==> src/crc32_clmul_fold_engine_core_macros.svh <==
// Assertion macros for the CRC-32 fold engine.
// Used by the top level; no other dependencies.
`ifndef CRC32_CLMUL_FOLD_ENGINE_CORE_MACROS_SVH
`define CRC32_CLMUL_FOLD_ENGINE_CORE_MACROS_SVH
`ifndef SYNTHESIS
`define CRCF_ASSERT_IMP(lbl, ante, cons) \
  lbl: assert property (@(posedge clk) disable iff (!rst_n) (ante) |-> (cons)) \
    else $error("crcfold assertion failed");
`define CRCF_ASSERT_NXT(lbl, ante, cons) \
  lbl: assert property (@(posedge clk) disable iff (!rst_n) (ante) |=> (cons)) \
    else $error("crcfold assertion failed");
`else
`define CRCF_ASSERT_IMP(lbl, ante, cons)
`define CRCF_ASSERT_NXT(lbl, ante, cons)
`endif
`endif

==> src/crcfold_pkg.sv <==
// Shared types, folding constants and carry-less multiply helpers
// for the CRC-32 fold engine. No dependencies.
package crcfold_pkg;

  localparam int unsigned QUEUE_DEPTH_DEF = 2;

  localparam logic [32:0] K3   = 33'h1751997d0;
  localparam logic [32:0] K4   = 33'h0ccaa009e;
  localparam logic [32:0] K5   = 33'h163cd6124;
  localparam logic [32:0] MU   = 33'h1f7011641;
  localparam logic [32:0] POLY = 33'h1db710641;

  typedef struct packed {
    logic [63:0] data_low;
    logic [63:0] data_high;
    logic        first_block;
    logic        last_block;
    logic [31:0] seed;
  } crcfold_blk_t;

  typedef struct packed {
    logic reducing;
    logic out_full;
  } crcfold_bk_stat_t;

  typedef enum logic [2:0] {
    ST_FOLD,
    ST_R1,
    ST_R2,
    ST_R3,
    ST_R4
  } crcfold_state_t;

  function automatic logic [96:0] clmul_64x33(input logic [63:0] a, input logic [32:0] b);
    logic [96:0] acc;
    acc = '0;
    for (int i = 0; i < 33; i++) begin
      if (b[i]) begin
        acc = acc ^ ({33'd0, a} << i);
      end
    end
    return acc;
  endfunction

  function automatic logic [64:0] clmul_32x33(input logic [31:0] a, input logic [32:0] b);
    logic [64:0] acc;
    acc = '0;
    for (int i = 0; i < 33; i++) begin
      if (b[i]) begin
        acc = acc ^ ({33'd0, a} << i);
      end
    end
    return acc;
  endfunction

endpackage

==> src/crcfold_ifs.sv <==
// Valid/ready channel interfaces for blocks in and CRC words out.
// No dependencies.
interface crcfold_in_if;
  logic        valid;
  logic        ready;
  logic [63:0] data_low;
  logic [63:0] data_high;
  logic        first_block;
  logic        last_block;
  logic [31:0] seed;

  modport source (output valid, data_low, data_high, first_block, last_block, seed,
                  input ready);
  modport sink   (input valid, data_low, data_high, first_block, last_block, seed,
                  output ready);
endinterface

interface crcfold_out_if;
  logic        valid;
  logic        ready;
  logic [31:0] crc_state;

  modport source (output valid, crc_state, input ready);
  modport sink   (input valid, crc_state, output ready);
endinterface

==> src/crc32_clmul_fold_engine_core.sv <==
// Top level of the CRC-32 carry-less multiply fold engine.
// Depends on crcfold_pkg, crcfold_ifs, crcfold_front, crcfold_back and the macros header.
//
//  channel  | dir | words                                   | handshake
//  in_blk   | in  | data_low, data_high, first/last, seed   | valid/ready
//  out_crc  | out | crc_state, one per last block           | valid/ready
//
// Each block is folded by the fold unit (two constant carry-less products and
// XOR; a first block instead loads its data XOR seed); a last block then holds
// the fold unit for the fold and four reduction steps (k4, k5, mu, polynomial).
// The result sits in an output register; the reduction waits in its final
// step while that register is still full. The input queue absorbs up to
// QUEUE_DEPTH words while the back end reduces or waits; once it is full,
// in_blk.ready drops until the fold unit pops a word.
// Reset clears the queue, the accumulator and the output valid flag.
`include "crc32_clmul_fold_engine_core_macros.svh"
module crc32_clmul_fold_engine_core
  import crcfold_pkg::*;
#(
  parameter int unsigned QUEUE_DEPTH = QUEUE_DEPTH_DEF
) (
  input  logic          clk,
  input  logic          rst_n,
  crcfold_in_if.sink    in_blk,
  crcfold_out_if.source out_crc
);

  crcfold_blk_t     q_blk;
  logic             q_valid;
  logic             q_pop;
  crcfold_bk_stat_t bk_stat;

  crcfold_front #(
    .QUEUE_DEPTH(QUEUE_DEPTH)
  ) u_front (
    .clk    (clk),
    .rst_n  (rst_n),
    .in_blk (in_blk),
    .q_blk  (q_blk),
    .q_valid(q_valid),
    .q_pop  (q_pop)
  );

  crcfold_back u_back (
    .clk    (clk),
    .rst_n  (rst_n),
    .q_blk  (q_blk),
    .q_valid(q_valid),
    .q_pop  (q_pop),
    .out_crc(out_crc),
    .stat   (bk_stat)
  );

  `CRCF_ASSERT_IMP(a_pop_needs_data, q_pop, q_valid && !bk_stat.reducing)
  `CRCF_ASSERT_NXT(a_last_starts_reduce, q_pop && q_blk.last_block, bk_stat.reducing)
  `CRCF_ASSERT_IMP(a_result_from_reduce, $rose(out_crc.valid), $past(bk_stat.reducing))

endmodule

==> src/crcfold_front.sv <==
// Front end: accepts block words and queues them for the fold unit.
// Depends on crcfold_pkg and crcfold_in_if.
module crcfold_front
  import crcfold_pkg::*;
#(
  parameter int unsigned QUEUE_DEPTH = QUEUE_DEPTH_DEF
) (
  input  logic                clk,
  input  logic                rst_n,
  crcfold_in_if.sink          in_blk,
  output crcfold_blk_t        q_blk,
  output logic                q_valid,
  input  logic                q_pop
);

  localparam int unsigned PTR_W = (QUEUE_DEPTH > 1) ? $clog2(QUEUE_DEPTH) : 1;
  localparam int unsigned CNT_W = $clog2(QUEUE_DEPTH + 1);
  localparam logic [PTR_W-1:0] PTR_LAST = PTR_W'(QUEUE_DEPTH - 1);
  localparam logic [CNT_W-1:0] CNT_FULL = CNT_W'(QUEUE_DEPTH);

  crcfold_blk_t     mem_r [QUEUE_DEPTH];
  logic [PTR_W-1:0] wr_ptr_r, wr_ptr_nxt;
  logic [PTR_W-1:0] rd_ptr_r, rd_ptr_nxt;
  logic [CNT_W-1:0] cnt_r, cnt_nxt;
  logic             push;
  crcfold_blk_t     wr_blk;

  assign in_blk.ready = (cnt_r != CNT_FULL);
  assign push         = in_blk.valid && in_blk.ready;
  assign q_valid      = (cnt_r != '0);
  assign q_blk        = mem_r[rd_ptr_r];

  always_comb begin
    wr_blk.data_low    = in_blk.data_low;
    wr_blk.data_high   = in_blk.data_high;
    wr_blk.first_block = in_blk.first_block;
    wr_blk.last_block  = in_blk.last_block;
    wr_blk.seed        = in_blk.seed;
  end

  always_comb begin
    wr_ptr_nxt = wr_ptr_r;
    rd_ptr_nxt = rd_ptr_r;
    cnt_nxt    = cnt_r;
    if (push) begin
      wr_ptr_nxt = (wr_ptr_r == PTR_LAST) ? '0 : wr_ptr_r + 1'b1;
    end
    if (q_pop) begin
      rd_ptr_nxt = (rd_ptr_r == PTR_LAST) ? '0 : rd_ptr_r + 1'b1;
    end
    if (push && !q_pop) begin
      cnt_nxt = cnt_r + 1'b1;
    end else if (!push && q_pop) begin
      cnt_nxt = cnt_r - 1'b1;
    end
  end

  always_ff @(posedge clk) begin
    if (!rst_n) begin
      wr_ptr_r <= '0;
      rd_ptr_r <= '0;
      cnt_r    <= '0;
    end else begin
      wr_ptr_r <= wr_ptr_nxt;
      rd_ptr_r <= rd_ptr_nxt;
      cnt_r    <= cnt_nxt;
    end
  end

  always_ff @(posedge clk) begin
    if (push) begin
      mem_r[wr_ptr_r] <= wr_blk;
    end
  end

endmodule

==> src/crcfold_back.sv <==
// Back end: folds queued blocks into the 128-bit accumulator and runs the
// final 128->32 reduction. Depends on crcfold_pkg and crcfold_out_if.
module crcfold_back
  import crcfold_pkg::*;
(
  input  logic              clk,
  input  logic              rst_n,
  input  crcfold_blk_t      q_blk,
  input  logic              q_valid,
  output logic              q_pop,
  crcfold_out_if.source     out_crc,
  output crcfold_bk_stat_t  stat
);

  crcfold_state_t state_r, state_nxt;
  logic [63:0]    acc_lo_r, acc_lo_nxt;
  logic [63:0]    acc_hi_r, acc_hi_nxt;
  logic [95:0]    s1_r;
  logic [63:0]    s2_r;
  logic [31:0]    t_r;
  logic [31:0]    crc_r;
  logic           out_valid_r, out_valid_nxt;
  logic           out_load;
  logic [96:0]    f3, f4, r1;
  logic [64:0]    r2, r3, r4;

  assign f3 = clmul_64x33(acc_lo_r, K3);
  assign f4 = clmul_64x33(acc_hi_r, K4);
  assign r1 = clmul_64x33(acc_lo_r, K4);
  assign r2 = clmul_32x33(s1_r[31:0], K5);
  assign r3 = clmul_32x33(s2_r[31:0], MU);
  assign r4 = clmul_32x33(t_r, POLY);

  assign out_crc.valid     = out_valid_r;
  assign out_crc.crc_state = crc_r;
  assign stat.reducing     = (state_r != ST_FOLD);
  assign stat.out_full     = out_valid_r;

  always_comb begin
    state_nxt     = state_r;
    acc_lo_nxt    = acc_lo_r;
    acc_hi_nxt    = acc_hi_r;
    q_pop         = 1'b0;
    out_load      = 1'b0;
    out_valid_nxt = out_valid_r && !out_crc.ready;
    unique case (state_r)
      ST_FOLD: begin
        if (q_valid) begin
          q_pop = 1'b1;
          if (q_blk.first_block) begin
            acc_lo_nxt = q_blk.data_low ^ {32'd0, q_blk.seed};
            acc_hi_nxt = q_blk.data_high;
          end else begin
            acc_lo_nxt = f3[63:0] ^ f4[63:0] ^ q_blk.data_low;
            acc_hi_nxt = {31'd0, f3[96:64]} ^ {31'd0, f4[96:64]} ^ q_blk.data_high;
          end
          if (q_blk.last_block) begin
            state_nxt = ST_R1;
          end
        end
      end
      ST_R1: state_nxt = ST_R2;
      ST_R2: state_nxt = ST_R3;
      ST_R3: state_nxt = ST_R4;
      ST_R4: begin
        if (!out_valid_r || out_crc.ready) begin
          out_load      = 1'b1;
          out_valid_nxt = 1'b1;
          state_nxt     = ST_FOLD;
        end
      end
      default: state_nxt = ST_FOLD;
    endcase
  end

  always_ff @(posedge clk) begin
    if (!rst_n) begin
      state_r     <= ST_FOLD;
      acc_lo_r    <= '0;
      acc_hi_r    <= '0;
      out_valid_r <= 1'b0;
    end else begin
      state_r     <= state_nxt;
      acc_lo_r    <= acc_lo_nxt;
      acc_hi_r    <= acc_hi_nxt;
      out_valid_r <= out_valid_nxt;
    end
  end

  always_ff @(posedge clk) begin
    if (state_r == ST_R1) begin
      s1_r <= {r1[95:64], r1[63:0] ^ acc_hi_r};
    end
    if (state_r == ST_R2) begin
      s2_r <= r2[63:0] ^ s1_r[95:32];
    end
    if (state_r == ST_R3) begin
      t_r <= r3[31:0];
    end
    if (out_load) begin
      crc_r <= r4[63:32] ^ s2_r[63:32];
    end
  end

endmodule

==> src/flat_wrapper.sv <==
// flat-port wrapper written by rule: the top's interface ports become plain ports
module crc32_clmul_fold_engine_core_flat import crcfold_pkg::*;
#(
  parameter int unsigned QUEUE_DEPTH = QUEUE_DEPTH_DEF
)
  (clk, rst_n, in_blk_valid, in_blk_data_low, in_blk_data_high, in_blk_first_block, in_blk_last_block, in_blk_seed, in_blk_ready, out_crc_valid, out_crc_crc_state, out_crc_ready);
  crcfold_in_if in_blk_i ();
  crcfold_out_if out_crc_i ();
  input  logic clk;
  input  logic rst_n;
  input wire logic [$bits(in_blk_i.valid)-1:0] in_blk_valid;
  input wire logic [$bits(in_blk_i.data_low)-1:0] in_blk_data_low;
  input wire logic [$bits(in_blk_i.data_high)-1:0] in_blk_data_high;
  input wire logic [$bits(in_blk_i.first_block)-1:0] in_blk_first_block;
  input wire logic [$bits(in_blk_i.last_block)-1:0] in_blk_last_block;
  input wire logic [$bits(in_blk_i.seed)-1:0] in_blk_seed;
  output wire logic [$bits(in_blk_i.ready)-1:0] in_blk_ready;
  output wire logic [$bits(out_crc_i.valid)-1:0] out_crc_valid;
  output wire logic [$bits(out_crc_i.crc_state)-1:0] out_crc_crc_state;
  input wire logic [$bits(out_crc_i.ready)-1:0] out_crc_ready;
  assign in_blk_i.valid = in_blk_valid;
  assign in_blk_i.data_low = in_blk_data_low;
  assign in_blk_i.data_high = in_blk_data_high;
  assign in_blk_i.first_block = in_blk_first_block;
  assign in_blk_i.last_block = in_blk_last_block;
  assign in_blk_i.seed = in_blk_seed;
  assign in_blk_ready = in_blk_i.ready;
  assign out_crc_valid = out_crc_i.valid;
  assign out_crc_crc_state = out_crc_i.crc_state;
  assign out_crc_i.ready = out_crc_ready;
  crc32_clmul_fold_engine_core #(.QUEUE_DEPTH(QUEUE_DEPTH)) u_core (.clk(clk), .rst_n(rst_n), .in_blk(in_blk_i), .out_crc(out_crc_i));
endmodule
==> config.mk <==
export PLATFORM = sky130hd
export DESIGN_NAME = crc32_clmul_fold_engine_core_flat
export DESIGN_NICKNAME = d
export VERILOG_FILES = /design/src/crcfold_pkg.sv /design/src/crcfold_ifs.sv /design/src/crc32_clmul_fold_engine_core.sv /design/src/crcfold_front.sv /design/src/crcfold_back.sv /design/src/flat_wrapper.sv
export VERILOG_INCLUDE_DIRS = /design/src /design/src/src
export SDC_FILE = /design/constraint.sdc
export NUM_CORES = 2
export LEC_CHECK = 0
export BUFFER_PORTS_ARGS = -buffer_cell sky130_fd_sc_hd__buf_2
export CAP_MARGIN = 10
export CORE_AREA = 2 2 273 275
export DETAILED_ROUTE_END_ITERATION = 12
export DIE_AREA = 0 0 275 277
export GPL_ROUTABILITY_DRIVEN = 0
export GPL_TIMING_DRIVEN = 0
export PLACE_DENSITY_LB_ADDON = 0.05
export SLEW_MARGIN = 0
export SYNTH_ARGS = -nofsm -noshare
export SYNTH_HDL_FRONTEND = slang
export SYNTH_SLANG_ARGS = --single-unit
export TNS_END_PERCENT = 1
==> constraint.sdc <==
create_clock -name clk -period 11.1 [get_ports clk]
set_input_delay 1.665 -clock clk [delete_from_list [all_inputs] [get_ports clk]]
set_output_delay 1.665 -clock clk [all_outputs]
set_load 0.005 [all_outputs]
==> flow_metrics.tcl <==
set metrics [dict create \
    status "finished clean" \
    finalNetCount 4042 \
    drive_above_1_share_pct 13.07 \
    die_h_um 277 \
    synth_edf_count 547 \
    yosysTopAreaCell "edfxtp_1" \
    dp.cells 4770 \
    synth_cell_type_count 55 \
    relSlewSlack_pct 13.83 \
    grt_max_degree 68 \
    start_util_pct 59.35 \
    min_from "u_core.u_back.s1_r[32]$_DFFE_PN_" \
    drtPass1Iterations 5 \
    min_period_ps 4155 \
    yosysTopAreaCellShare_pct 37.62 \
    rows 100 \
    clock_latency_ps 640 \
    h-tree-depth 3 \
    wire_per_inst_um 27.55 \
    synth_ff_type "edfxtp_1" \
    die_area_mm2 0.07618 \
    cp-start-kind "primary input" \
    cts_resized 0 \
    yosysWarnings 0 \
    antenna_cells 0 \
    async_reset_ff_share_pct 0 \
    ys_seq_elements 684 \
    die_x_um 275 \
    overflow 0 \
    cts_made_buffers 71 \
    synthMostInstantiatedCell "xnor2_1" \
    netlist_area_mm2 0.04366 \
    tightest_slew_ps 1292 \
    grt_antenna_before_repair 3 \
    post-cts-setup-buffer-count 0 \
    grt_pass1_wl_mm 191.8 \
    via_per_inst 5.743 \
    drc 0 \
    vias 28156 \
    grt_pass1_vias 28257 \
    cts_tree "built" \
    drt_first_iter_violations 3370 \
    cts_root_buf "clkbuf_16" \
    synthTopCellsByCount "1463 x xnor2_1, 547 x edfxtp_1, 364 x xor2_1" \
    drv_cap 0 \
    io_buffers 199 \
    fin_worst_skew_ps 35.94 \
    setup_violations 0 \
    final_antenna_net_count 0 \
    critPathLaunch "rst_n" \
    setup_ws_ps 6945 \
    wl_mm 135.1 \
    cpMostUsedCell "clkbuf_1" \
    tns_ps 0 \
    cp.arrival_ps 4620 \
    core-area_mm2 0.07357 \
    final_hold_viol_count 0 \
    grt_use_total_pct 35.38 \
    hold_path.class "flip-flop to flip-flop" \
    yosysSeqAreaShare_pct 43.90 \
    path_max_fanout 10 \
    max_stage_delay_ps 890 \
    dp_hpwl_mm 108.0 \
    clockBufferDepth 3 \
    clk_pin_slew_worst_paths_ps 60 \
    finalCritPeriodShare_pct 37.43 \
    worstPathCellList "buf_2, inv_1, clkbuf_1, clkbuf_1, buf_1, nor2_1" \
    clock_sinks 684 \
    rsz0062_at_grt "false" \
    syn_avg_cell_area_um2 12.19 \
    syn-num-nets 3749 \
    syn-instance-count 3582 \
    post-place-ws_ps 6562 \
    stdcell_count 4903 \
    num_io_pins 200 \
    slew_viol_final 0 \
    synth.area.top_cells "edfxtp_1 38%, xnor2_1 29%, xor2_1 7.3%" \
    cts_hold_buf 0 \
    crit_type "primary input to flip-flop" \
    areaGrowthSynthToFinish_pct 11.36 \
    worstPathRequired_ps 11570 \
    crit_path_end_kind "flip-flop" \
    critical-path-slowest-cell "buf_1" \
    clock.fmax_mhz 240.7 \
]
stage by stage:
step	cell area, um2	util (%)	hold slack (ps)
finish	48620	66.09	415.2
detailed placement	46210	62.82	404.5
global route	48620	66.09	437.2
floorplan	43660	-	400.3
global placement	45870	62.35	407.6
CTS	48610	66.07	414.0
critical path: cells and delay by family:
family | cells | cell delay (ps)
buffers and inverters | 5 | 2810
AND/OR/NAND/NOR | 1 | 130
kinds of logic after synthesis:
logic type | synth area share [%]
AOI/OAI and AO/OA | 2.903
DFF | 43.90
and+or+nand+nor | 3.147
muxes | 3.450
buffers and inverters | 2.912
xor gates and xnor gates | 43.66
adders and majority gates | 0.02865
final cells by class:
type | instances | area [um2]
multi-input cells | 2642 | 23260
clock inverters | 46 | 518.0
flip-flops and latches | 684 | 19170
inverters | 5 | 18.77
fillers | 5658 | 24950
plain buffers | 251 | 1252
clock buffers | 86 | 1874
well taps | 969 | 1212
repair buffers | 220 | 1320
registers in the layout, summed over array words and instances, names as in the netlist, named ones only:
| register | count |
|---|---|
| u_core.u_back.acc_lo_r | 64 |
| u_core.u_front.rd_ptr_r | 1 |
| u_core.u_front.mem_r | 324 |
| u_core.u_back.out_crc.valid | 1 |
| u_core.u_back.t_r | 32 |
| u_core.u_back.s1_r | 95 |
| u_core.u_front.wr_ptr_r | 1 |
| u_core.u_back.s2_r | 64 |
| u_core.u_front.cnt_r | 2 |
| u_core.u_back.out_crc.crc_state | 32 |
| u_core.u_back.state_r | 3 |
| u_core.u_back.acc_hi_r | 64 |
metal layers:
metal | wire, um | GRT usage, % | part of all wire, % | vias up
met2 | 61010 | 55.03 | 45 | 1676
li1 | - | - | - | 12472
met3 | 14050 | 7.986 | 10 | 446
met1 | 49860 | 44.70 | 37 | 13558
met4 | 10120 | 22.09 | 7.5 | 4
met5 | 23 | 0 | 0.017 | -
worst paths after layout:
check | slack (ps) | endpoint | cells past startpoint
max | 6950 | u_core.u_front.cnt_r[0]$_SDFFE_PN0P_ | 6
min | 420 | u_core.u_back.s2_r[0]$_DFFE_PN_ | 0
max reg2reg | 7270 | u_core.u_back.acc_hi_r[18]$_SDFFE_PN0P_ | 8
min reg2reg | 420 | u_core.u_back.s2_r[0]$_DFFE_PN_ | 0
layout by cell type (no fill, tap or decap), types with 49 or more instances in the layout:
cell	Yosys	layout
nand2_1	108	108
o21ai_0	49	49
mux2i_1	137	137
xnor3_1	86	86
xnor2_1	1463	1463
xor2_1	364	364
dfxtp_1	137	137
nor2_1	93	92
a21oi_1	93	93
clkbuf_1	112	124
clkbuf_16	0	72
nand3_1	55	55
buf_2	86	285
edfxtp_1	547	547
Power is left out: the tool's default activity adds up to more than one toggle a clock period on the data nets, which glitch-free logic cannot reach.
